--- src/hw/rtl/dar_pkg.sv ---
// Shared constants, types and command codes for the device access rule table.
package dar_pkg;

  // Table geometry
  localparam int TABLE_ENTRIES = 64;
  localparam int IDX_W = $clog2(TABLE_ENTRIES);
  localparam int CNT_W = $clog2(TABLE_ENTRIES + 1);

  // Field widths
  localparam int CMD_W = 3;
  localparam int TYPE_W = 2;
  localparam int MAJOR_W = 12;
  localparam int MINOR_W = 20;
  localparam int ACC_W = 7;

  // Command codes
  localparam logic [CMD_W-1:0] CMD_CHECK = 3'd0;
  localparam logic [CMD_W-1:0] CMD_ADD = 3'd1;
  localparam logic [CMD_W-1:0] CMD_CHANGE = 3'd2;
  localparam logic [CMD_W-1:0] CMD_REMOVE = 3'd3;
  localparam logic [CMD_W-1:0] CMD_CLEAN = 3'd4;

  // Device type codes
  localparam logic [TYPE_W-1:0] KIND_BLOCK = 2'd0;
  localparam logic [TYPE_W-1:0] KIND_CHAR = 2'd1;
  localparam logic [TYPE_W-1:0] KIND_ALL = 2'd2;

  // Access bits
  localparam logic [ACC_W-1:0] PERM_WRITE = 7'h04;
  localparam logic [ACC_W-1:0] PERM_MOUNT = 7'h40;

  // One stored rule (43 bits)
  typedef struct packed {
    logic [TYPE_W-1:0] dev_kind;
    logic [MAJOR_W-1:0] major;
    logic major_any;
    logic [MINOR_W-1:0] minor;
    logic minor_any;
    logic [ACC_W-1:0] access;
  } rule_t;

  // Controller to datapath commands
  typedef struct packed {
    logic start;            // latch the incoming transaction
    logic issue;            // read table entry at rd_addr
    logic [IDX_W-1:0] rd_addr;
    logic finish;           // append / clean, load result register
  } dar_cmd_t;

  // Datapath to controller status
  typedef struct packed {
    logic scan_cmd;         // latched command walks the table
  } dar_sts_t;

endpackage

--- src/hw/rtl/device_access_rule_table.sv ---
// Top level of the device access rule table: controller plus datapath.
//
//  channel  | handshake                | payload
//  ---------+--------------------------+----------------------------------------------
//  in       | in_valid / in_stall      | cmd, dev_kind, major, major_any, minor,
//           |                          | minor_any, access
//  out      | out_valid / out_stall    | allowed, status
//  cfg      | cfg_wr_en                | cfg_wr_data (default_deny)
//
// Check, add, change and remove walk all 64 entries through the single read port
// of the rule memory, then pass through the finish step and return to idle.
// Clean and unused commands skip the table walk and go straight to the finish step.
// rst is synchronous: the table is empty and default_deny is 0 after reset.
// A new transaction is taken while a finished result waits; the next result
// waits in the finish step until out_stall lets the held one go.
module device_access_rule_table (
  input  logic clk,
  input  logic rst,
  input  logic cfg_wr_en,
  input  logic cfg_wr_data,
  input  logic in_valid,
  output logic in_stall,
  input  logic [dar_pkg::CMD_W-1:0] cmd,
  input  logic [dar_pkg::TYPE_W-1:0] dev_kind,
  input  logic [dar_pkg::MAJOR_W-1:0] major,
  input  logic major_any,
  input  logic [dar_pkg::MINOR_W-1:0] minor,
  input  logic minor_any,
  input  logic [dar_pkg::ACC_W-1:0] access,
  output logic out_valid,
  input  logic out_stall,
  output logic allowed,
  output logic status
);

  dar_pkg::dar_cmd_t ctl;
  dar_pkg::dar_sts_t sts;

  dar_ctrl u_ctrl (
    .clk(clk),
    .rst(rst),
    .in_valid(in_valid),
    .in_stall(in_stall),
    .out_valid(out_valid),
    .out_stall(out_stall),
    .ctl(ctl),
    .sts(sts)
  );

  dar_datapath u_datapath (
    .clk(clk),
    .rst(rst),
    .ctl(ctl),
    .sts(sts),
    .cfg_wr_en(cfg_wr_en),
    .cfg_wr_data(cfg_wr_data),
    .cmd(cmd),
    .dev_kind(dev_kind),
    .major(major),
    .major_any(major_any),
    .minor(minor),
    .minor_any(minor_any),
    .access(access),
    .allowed(allowed),
    .status(status)
  );

endmodule

--- src/hw/rtl/dar_ctrl.sv ---
// Controller: accepts transactions, sequences the table scan, owns the output valid.
module dar_ctrl (
  input  logic clk,
  input  logic rst,
  input  logic in_valid,
  output logic in_stall,
  output logic out_valid,
  input  logic out_stall,
  output dar_pkg::dar_cmd_t ctl,
  input  dar_pkg::dar_sts_t sts
);

  localparam logic [1:0] S_IDLE = 2'd0;
  localparam logic [1:0] S_SCAN = 2'd1;
  localparam logic [1:0] S_DONE = 2'd2;

  logic [1:0] state;
  logic [1:0] state_next;
  logic [dar_pkg::CNT_W-1:0] cnt;
  logic [dar_pkg::CNT_W-1:0] cnt_next;
  logic scan_last;
  logic out_free;

  assign in_stall = (state != S_IDLE);
  assign scan_last = (cnt == dar_pkg::CNT_W'(dar_pkg::TABLE_ENTRIES));
  assign out_free = !out_valid || !out_stall;

  // Next state and command decode
  always_comb begin
    state_next = state;
    cnt_next = cnt;
    ctl = '0;
    ctl.rd_addr = cnt[dar_pkg::IDX_W-1:0];
    unique case (state)
      S_IDLE: begin
        if (in_valid) begin
          ctl.start = 1'b1;
          cnt_next = '0;
          state_next = S_SCAN;
        end
      end
      S_SCAN: begin
        if (!sts.scan_cmd || scan_last) begin
          state_next = S_DONE;
        end else begin
          ctl.issue = 1'b1;
          cnt_next = cnt + 1'b1;
        end
      end
      S_DONE: begin
        if (out_free) begin
          ctl.finish = 1'b1;
          state_next = S_IDLE;
        end
      end
      default: state_next = S_IDLE;
    endcase
  end

  // State and counter registers
  always_ff @(posedge clk) begin
    if (rst) begin
      state <= S_IDLE;
      cnt <= '0;
    end else begin
      state <= state_next;
      cnt <= cnt_next;
    end
  end

  // Output valid: set on finish, cleared when the result is taken
  always_ff @(posedge clk) begin
    if (rst) begin
      out_valid <= 1'b0;
    end else if (ctl.finish) begin
      out_valid <= 1'b1;
    end else if (!out_stall) begin
      out_valid <= 1'b0;
    end
  end

endmodule

--- src/hw/rtl/dar_datapath.sv ---
// Datapath: rule memory, valid bits, match logic, write-back, append and result.
module dar_datapath (
  input  logic clk,
  input  logic rst,
  input  dar_pkg::dar_cmd_t ctl,
  output dar_pkg::dar_sts_t sts,
  input  logic cfg_wr_en,
  input  logic cfg_wr_data,
  input  logic [dar_pkg::CMD_W-1:0] cmd,
  input  logic [dar_pkg::TYPE_W-1:0] dev_kind,
  input  logic [dar_pkg::MAJOR_W-1:0] major,
  input  logic major_any,
  input  logic [dar_pkg::MINOR_W-1:0] minor,
  input  logic minor_any,
  input  logic [dar_pkg::ACC_W-1:0] access,
  output logic allowed,
  output logic status
);

  // Rule store and valid bits
  dar_pkg::rule_t mem [dar_pkg::TABLE_ENTRIES];
  logic [dar_pkg::TABLE_ENTRIES-1:0] rule_valid;

  logic default_deny;

  // Latched transaction
  logic [dar_pkg::CMD_W-1:0] q_cmd;
  dar_pkg::rule_t q;

  // Read pipeline
  dar_pkg::rule_t rd_data;
  logic rd_ok;
  logic [dar_pkg::IDX_W-1:0] rd_idx;

  // Scan results
  logic hit;
  logic free_found;
  logic [dar_pkg::IDX_W-1:0] free_idx;

  // Evaluation of the entry just read
  logic ent_valid;
  logic key_eq;
  logic chk_hit;
  logic type_ok;
  logic num_ok;
  logic [dar_pkg::ACC_W-1:0] miss;
  logic mount_ok;
  logic [dar_pkg::ACC_W-1:0] acc_rm;
  logic need_append;

  // Memory write port
  logic wr_en;
  logic [dar_pkg::IDX_W-1:0] wr_addr;
  dar_pkg::rule_t wr_data;

  // Valid bit updates
  logic vclr;
  logic vset;

  assign sts.scan_cmd = (q_cmd == dar_pkg::CMD_CHECK) || (q_cmd == dar_pkg::CMD_ADD) ||
                        (q_cmd == dar_pkg::CMD_CHANGE) || (q_cmd == dar_pkg::CMD_REMOVE);

  // Configuration register
  always_ff @(posedge clk) begin
    if (rst) begin
      default_deny <= 1'b0;
    end else if (cfg_wr_en) begin
      default_deny <= cfg_wr_data;
    end
  end

  // Latch the transaction; wildcard numbers are held as zero
  always_ff @(posedge clk) begin
    if (ctl.start) begin
      q_cmd <= cmd;
      q.dev_kind <= dev_kind;
      q.major <= major_any ? '0 : major;
      q.major_any <= major_any;
      q.minor <= minor_any ? '0 : minor;
      q.minor_any <= minor_any;
      q.access <= access;
    end
  end

  // Match logic
  always_comb begin
    ent_valid = rd_ok && rule_valid[rd_idx];
    key_eq = (rd_data.dev_kind == q.dev_kind) && (rd_data.major_any == q.major_any) &&
             (rd_data.minor_any == q.minor_any) && (rd_data.major == q.major) &&
             (rd_data.minor == q.minor);
    type_ok = !((q.dev_kind == dar_pkg::KIND_BLOCK) &&
                (rd_data.dev_kind != dar_pkg::KIND_BLOCK)) &&
              !((q.dev_kind == dar_pkg::KIND_CHAR) &&
                (rd_data.dev_kind != dar_pkg::KIND_CHAR));
    num_ok = (rd_data.major_any || (!q.major_any && (rd_data.major == q.major))) &&
             (rd_data.minor_any || (!q.minor_any && (rd_data.minor == q.minor)));
    miss = q.access & ~rd_data.access & ~dar_pkg::PERM_MOUNT;
    mount_ok = ((miss & ~dar_pkg::PERM_WRITE) == '0) &&
               ((rd_data.access & dar_pkg::PERM_MOUNT) != '0) &&
               ((q.access & dar_pkg::PERM_MOUNT) != '0);
    chk_hit = ((rd_data.dev_kind == dar_pkg::KIND_ALL) || (type_ok && num_ok)) &&
              ((miss == '0) || mount_ok);
    acc_rm = rd_data.access & ~q.access;
    need_append = !hit && ((q_cmd == dar_pkg::CMD_ADD) ||
                  ((q_cmd == dar_pkg::CMD_CHANGE) && (q.access != '0)));
  end

  // Write-back during the scan, append at finish
  always_comb begin
    wr_en = 1'b0;
    wr_addr = rd_idx;
    wr_data = rd_data;
    vclr = 1'b0;
    vset = 1'b0;
    if (ent_valid) begin
      case (q_cmd)
        dar_pkg::CMD_ADD: begin
          if (key_eq) begin
            wr_en = 1'b1;
            wr_data.access = rd_data.access | q.access;
          end
        end
        dar_pkg::CMD_CHANGE: begin
          if (key_eq) begin
            if (q.access == '0) begin
              vclr = 1'b1;
            end else begin
              wr_en = 1'b1;
              wr_data.access = q.access;
            end
          end
        end
        dar_pkg::CMD_REMOVE: begin
          if (key_eq || (rd_data.dev_kind == dar_pkg::KIND_ALL)) begin
            wr_en = 1'b1;
            wr_data.access = acc_rm;
            vclr = (acc_rm == '0);
          end
        end
        default: ;
      endcase
    end
    if (ctl.finish && need_append && free_found) begin
      wr_en = 1'b1;
      wr_addr = free_idx;
      wr_data = q;
      vset = 1'b1;
    end
  end

  // Rule memory: one write and one registered read per cycle
  always_ff @(posedge clk) begin
    if (wr_en) begin
      mem[wr_addr] <= wr_data;
    end
    if (ctl.issue) begin
      rd_data <= mem[ctl.rd_addr];
    end
  end

  // Read pipeline tag
  always_ff @(posedge clk) begin
    if (rst) begin
      rd_ok <= 1'b0;
    end else begin
      rd_ok <= ctl.issue;
    end
    if (ctl.issue) begin
      rd_idx <= ctl.rd_addr;
    end
  end

  // Valid bits
  always_ff @(posedge clk) begin
    if (rst) begin
      rule_valid <= '0;
    end else if (ctl.finish && (q_cmd == dar_pkg::CMD_CLEAN)) begin
      rule_valid <= '0;
    end else if (vclr) begin
      rule_valid[rd_idx] <= 1'b0;
    end else if (vset) begin
      rule_valid[free_idx] <= 1'b1;
    end
  end

  // Scan accumulators: any match, lowest free slot
  always_ff @(posedge clk) begin
    if (ctl.start) begin
      hit <= 1'b0;
      free_found <= 1'b0;
      free_idx <= '0;
    end else if (rd_ok) begin
      if (ent_valid) begin
        if (q_cmd == dar_pkg::CMD_CHECK) begin
          if (chk_hit) begin
            hit <= 1'b1;
          end
        end else if (key_eq) begin
          hit <= 1'b1;
        end
      end
      if (!rule_valid[rd_idx] && !free_found) begin
        free_found <= 1'b1;
        free_idx <= rd_idx;
      end
    end
  end

  // Result register
  always_ff @(posedge clk) begin
    if (ctl.finish) begin
      allowed <= (q_cmd == dar_pkg::CMD_CHECK) && (default_deny == hit);
      status <= need_append && !free_found;
    end
  end

endmodule
--- config.mk ---
export PLATFORM = sky130hd
export DESIGN_NAME = device_access_rule_table
export DESIGN_NICKNAME = d
export VERILOG_FILES = /design/src/hw/rtl/dar_pkg.sv /design/src/hw/rtl/device_access_rule_table.sv /design/src/hw/rtl/dar_ctrl.sv /design/src/hw/rtl/dar_datapath.sv
export SDC_FILE = /design/constraint.sdc
export NUM_CORES = 2
export LEC_CHECK = 0
export BUFFER_PORTS_ARGS = -buffer_cell sky130_fd_sc_hd__buf_2
export CORE_MARGIN = 5
export CORE_UTILIZATION = 25
export CTS_CLUSTER_DIAMETER = 50
export CTS_CLUSTER_SIZE = 20
export DETAILED_ROUTE_END_ITERATION = 8
export GPL_ROUTABILITY_DRIVEN = 0
export PLACE_DENSITY = 0.44
export SETUP_SLACK_MARGIN = 0.1
export SYNTH_ARGS = -nofsm -noshare
export SYNTH_HDL_FRONTEND = slang
export SYNTH_SLANG_ARGS = --single-unit
--- constraint.sdc ---
create_clock -name clk -period 6.6 [get_ports clk]
set_input_delay 0 -clock clk [delete_from_list [all_inputs] [get_ports clk]]
set_output_delay 0 -clock clk [all_outputs]
set_load 0.02 [all_outputs]
# After elaboration in Yosys (flattened, before gate mapping)
# Memories as Yosys holds them, arrays and structs flattened. A register that Yosys moved wholly into a read port is not among the register bits.
# Cells that the tools add are included.
dict set report classes {
  addsub 1
  order_cmp 4
  eq_ne 22
  muxes 49
  bitwise_logic 8
  n_reduce_logical 64
}
# op n
set ops {}
lappend ops {{64-bit two-way mux} 2}
lappend ops {{64-bit AND} 1}
lappend ops {{64-bit inverter} 1}
lappend ops {{64-bit bitwise OR} 1}
lappend ops {{7-bit two-way mux} 7}
lappend ops {{43-bit two-way mux} 1}
lappend ops {{7-bit logical NOT} 4}
lappend ops {{1-bit two-way mux} 27}
lappend ops {{1-bit logical AND} 25}
lappend ops {{7-bit case mux with 3 select lines} 1}
lappend ops {{20-bit equality test} 1}
lappend ops {{6-bit by 7-bit < comparator with 1-bit output, second input constant} 2}
lappend ops {{7-bit case mux with 2 select lines} 1}
lappend ops {{1-bit demux with 6-bit select} 2}
lappend ops {{12-bit equality test} 1}
lappend ops {{6-bit by 1-bit greater-or-equal comparator with 1-bit output, second input constant} 2}
lappend ops {{1-bit logical OR} 11}
lappend ops {{1-bit logical NOT} 10}
lappend ops {{2-bit by 1-bit inequality test with 1-bit output, second input constant} 5}
lappend ops {{2-bit nonzero test} 5}
lappend ops {{7-bit by 1-bit adder with 7-bit output, second input constant} 1}
lappend ops {{7-bit AND} 1}
lappend ops {{7-bit equality test, second input constant} 1}
lappend ops {{7-bit inverter} 1}
lappend ops {{other kinds (24)} 34}
dict set report word_totals {
  ff_bits 138
  ramBits 2752
  in_bits 52
  memories 1
}
# memory depth width rd rd_ports_with_merged_regs wr line
set mem_list {}
lappend mem_list {u_datapath.mem 64 43 1 1 1 dar_datapath.sv:21} ;# dar_pkg::rule_t mem [dar_pkg::TABLE_ENTRIES];

# Logic depth before layout (Yosys ltp)
dict set report depth {
  ltp_word 12
  depth_mapped 14
  depth_no_buf 9
}

# Modules after synthesis
# Synthesis repeated with hierarchy kept, for this count alone.
dict set report unflattened {
  hier_cells 4956
  hier_area_um2 113550.2
}
# mod n_inst cells_each area_per_inst_um2
set modules_own_cells {}
lappend modules_own_cells {dar_datapath 1 4889 112973.4}
lappend modules_own_cells {dar_ctrl 1 67 576.8}

# Least setup slack after synthesis
# No wires, ideal clock.
dict set report synth_timing {
  kind {reg2reg}
  startpoint {register u_datapath.rd_idx[1] (netlist bit)}
  endpoint {memory u_datapath.mem[40][0] (netlist bit) (enable)}
  setup_ps 458
  arrival_time_ps 4382
  required_ps 6142
  setup_slack_ps 1760
  path_stages_with_launch 11
  cell_sequence {edfxtp_1 -> buf_6 -> and2b_1 -> buf_4 -> a22oi_1 -> mux4_2 -> o2111a_1 -> a311oi_1 -> buf_2 -> nand4_1 -> a21oi_1}
}
dict set report synth_between {
  elab_chain_len 7
  word_cells_on_any_way 8
  cone_classes {mux: 7; reduce/logical: 1}
}
# element line
set synth_rtl {}
lappend synth_rtl {{from (decl)} dar_datapath.sv:33} ;# logic [dar_pkg::IDX_W-1:0] rd_idx;
lappend synth_rtl {{from (signal assigned)} dar_datapath.sv:169} ;# rd_idx <= ctl.rd_addr;
lappend synth_rtl {{1-bit binary-select mux with 6-bit select} dar_datapath.sv:87} ;# ent_valid = rd_ok && rule_valid[rd_idx];
lappend synth_rtl {{1-bit two-way mux (implied by the code)} dar_datapath.sv:87}
lappend synth_rtl {{1-bit logical AND} dar_datapath.sv:87}
lappend synth_rtl {{1-bit two-way mux} dar_datapath.sv:115} ;# if (ent_valid) begin
lappend synth_rtl {{1-bit two-way mux} dar_datapath.sv:143} ;# if (ctl.finish && need_append && free_found) begin
lappend synth_rtl {{1-bit two-way mux} dar_datapath.sv:153} ;# if (wr_en) begin
lappend synth_rtl {{1-bit two-way mux (implied by the code)} dar_datapath.sv:154} ;# mem[wr_addr] <= wr_data;
lappend synth_rtl {{to (decl)} dar_datapath.sv:21}
# Parallel ways exist; a longest one is shown, timed or not. The select of a mux whose other input is x is not followed.

==> impl_metrics.csv <==
group,metric,value,unit
sta,max_slew_margin,10.8,%
detailed_routing,dr.pass1.iters,6,
logic_synthesis,synth_compound_area_share,2.09,%
global_routing,gr-usage-all-layers,14.0,%
logic_synthesis,synthCells,5121,
clock_tree,insertion_delay,930,ps
detailed_routing,drtIter0Drc,6292,
worst_setup_path,endpoint_kind,"flip-flop",
die,start_util,25.1,%
status,status,"completed",
detailed_routing,wl,337,mm
detailed_routing,antenna_left,0,
sta,hold_viol_final,0,
job,drv_cap,0,
detailed_routing,viasPerCell,4.69,
finish,nets,5555,
power_and_ir_drop,ir_drop,196,µV
sta,period_needed,5020,ps
logic_synthesis,yosys-top-cells-count,"edfxtp_1 (2,849), mux4_2 (845), nand2_1 (214), nor2_1 (154), clkbuf_1 (139)",
detailed_routing,wl_per_cell,28.6,µm
sta,hold_slack,91.1,ps
logic_synthesis,async_reset_ff_share,0,%
global_routing,grt_max_degree,109,
sta,skew,56.2,ps
logic_synthesis,synth_nets,5175,
logic_synthesis,synth_area_per_cell,22.2,µm²
detailed_routing,num_vias,55300,
die,die_h,684,µm
logic_synthesis,muxShareOfSynthArea,17.4,%
placement,io_buffer_count,55,
logic_synthesis,yosysUniqueCellTypes,70,
finish,syn_to_final_growth,19.1,%
global_routing,grt_pass1_vias,56600,
sta,period_share,76.1,%
clock_tree,cts_sinks,2933,
sta,slew_viol_final,0,
logic_synthesis,synth_top_family_by_area,"multiplexers",
logic_synthesis,yosysWarnings,0,
die,num_rows,247,
worst_setup_path,r2r_cells,9,
die,fp.dieW,684,µm
global_routing,antenna_found_initial,39,
worst_hold_path,whs_path_depth,3,
logic_synthesis,synthAdderAreaFrac,0.0220,%
logic_synthesis,ys_seq_area_share,76.7,%
logic_synthesis,synth_top_area_share,75.2,%
worst_setup_path,crit_type,"reg -> reg",
die,io_pins,56,
logic_synthesis,yosysMostFrequentCell,"edfxtp_1",
clock_tree,htreeDepth,5,
global_routing,grt_pass1_wl,471,mm
logic_synthesis,synthTopCellsByArea,"edfxtp_1 (75%), mux4_2 (17%), dfxtp_1 (1.5%)",
power_and_ir_drop,p_leak,39.8,nW
clock_tree,path_clk_slew,80,ps
sta,setup-tns-final,0,ps
placement,dp_hpwl,204,mm
finish,fin_util,29.9,%
worst_setup_path,cp_max_fo,41,
power_and_ir_drop,power-per-cell-area,300,nW/µm²
logic_synthesis,ys_ff_latch,2933,
logic_synthesis,synthSimpleGateAreaFrac,2.27,%
logic_synthesis,synth.largest_area_cell,"edfxtp_1",
clock_tree,cts_max_path_buffers,4,
sta,worst_pin_slew,1340,ps
logic_synthesis,synth-main-ff-cell,"edfxtp_1",
logic_synthesis,synth_edf_count,2849,
sta,setup_viol,0,
global_routing,overflow,0,
logic_synthesis,syn_area,114000,µm²
worst_setup_path,arrival,5650,ps
worst_setup_path,critPathLaunchType,"flip-flop",
die,core_area,453000,µm²
clock_tree,cts_buffers,331,
worst_hold_path,min_path_type,"in -> reg",
finish,drive_gt1_share,31.2,%
clock_tree,post_cts_buffers,0,
logic_synthesis,synthXorXnorAreaFrac,0.324,%
die,fp.dieArea,468000,µm²
power_and_ir_drop,p_total,40.6,mW
worst_setup_path,cp_data_required_time,7220,ps
clock_tree,cts_root_buffer,"clkbuf_16",
detailed_routing,drc,0,
sta,fmax,199,MHz
clock_tree,cts_tree,"done",
sta,rsz0062_at_grt,"no",
sequential cells by signal (all words and copies together) (netlist names), 2 cells and up:
| signal | flops |
|---|---|
| u_datapath.mem | 2752 |
| u_datapath.rule_valid | 64 |
| u_datapath.q | 43 |
| u_datapath.rd_data | 43 |
| u_ctrl.cnt | 7 |
| u_datapath.free_idx | 6 |
| u_datapath.rd_idx | 6 |
| u_datapath.q_cmd | 3 |
| u_ctrl.state | 2 |
layer usage:
metal  GRT usage, %  vias to the layer above  routed length (µm)
li1               -                    22600                   -
met1           20.6                    30600              154000
met2           22.2                     1765              158000
met3           1.86                      345               19100
met4           3.11                        0                6670
met5              0                        -                   0
worst paths after layout:
check,slack [ps],to,from
hold / removal,90,u_datapath.q[9]$_SDFFCE_PP0P_,minor[1]
setup / recovery,1580,u_datapath.mem[21][1]$_DFFE_PP_,u_datapath.rd_idx[0]$_DFFE_PP_
hold reg to reg,470,u_datapath.rule_valid[31]$_SDFFE_PP0P_,u_datapath.rule_valid[31]$_SDFFE_PP0P_
setup reg to reg,1580,u_datapath.mem[21][1]$_DFFE_PP_,u_datapath.rd_idx[0]$_DFFE_PP_
area by class of cell:
type                       instances  area, µm²
clock buffer                     367       8620
antenna                           30       75.1
timing repair buffer             330       3110
sequential                      2933      87300
fill                           43600     317000
tap                             5976       7480
multi-input combinational       1882      26000
clock inverter                   245       2830
inverter                          23       90.1
critical path, stage by stage, from the launching register on:
cell,delay [ps]
edfxtp_1,760
and2_1,460
a22oi_1,160
mux4_2,470
o2111a_1,350
a31o_1,250
buf_4,230
o31ai_4,750
o2111ai_4,730
buf_4,500
power breakdown:
group,internal (mW),switching [mW],leakage (nW)
Clock,10.9,8.30,5.56
Sequential,20.4,0.0476,26.3
Combinational,0.354,0.647,7.90
Total,31.6,9.00,39.8
timing repair:
| action | in CTS | in global routing |
|---|---|---|
| endpoints found under the hold margin | 133 | 0 |
| hold buffers | 73 | 0 |
| gates resized for setup | 0 | 0 |
cell families (layout without fill, tap and decap cells):
group	count (synthesis)	in the layout
compound gates	357	357
xor+xnor	42	42
fa+ha+maj	2	2
buf+inv	306	965
flops	2933	2933
mux	924	924
other cells	0	30
simple gates	557	557
cells in the final DEF, fill, tap and decap left out, drive strengths merged, types with 13 or more instances in the layout:
cell type and count:
a211oi 33, a21oi 76, a311oi 13, a31oi 48
buf 257, bufinv 28, clkbuf 367, clkinv 111
clkinvlp 16, dfxtp 84, diode 30, dlygate4sd3 73
edfxtp 2849, inv 113, mux2i 74, mux4 845
nand2 214, nand2b 15, nand3 19, nand4 15
nor2 154, nor2b 62, nor3 14, o21ai 83
o221ai 13, o22ai 34, xnor2 36
stage by stage:
stage	worst slack (ps)	area (µm²)	std cells
2_1_floorplan	1760	114000	5121
3_3_place_gp	1760	123000	11100
3_5_place_dp	1690	123000	11100
4_1_cts	1670	135000	11800
5_1_grt	1420	135000	11800
6_report	1580	135000	11800
(Power assumes the default switching activity.)
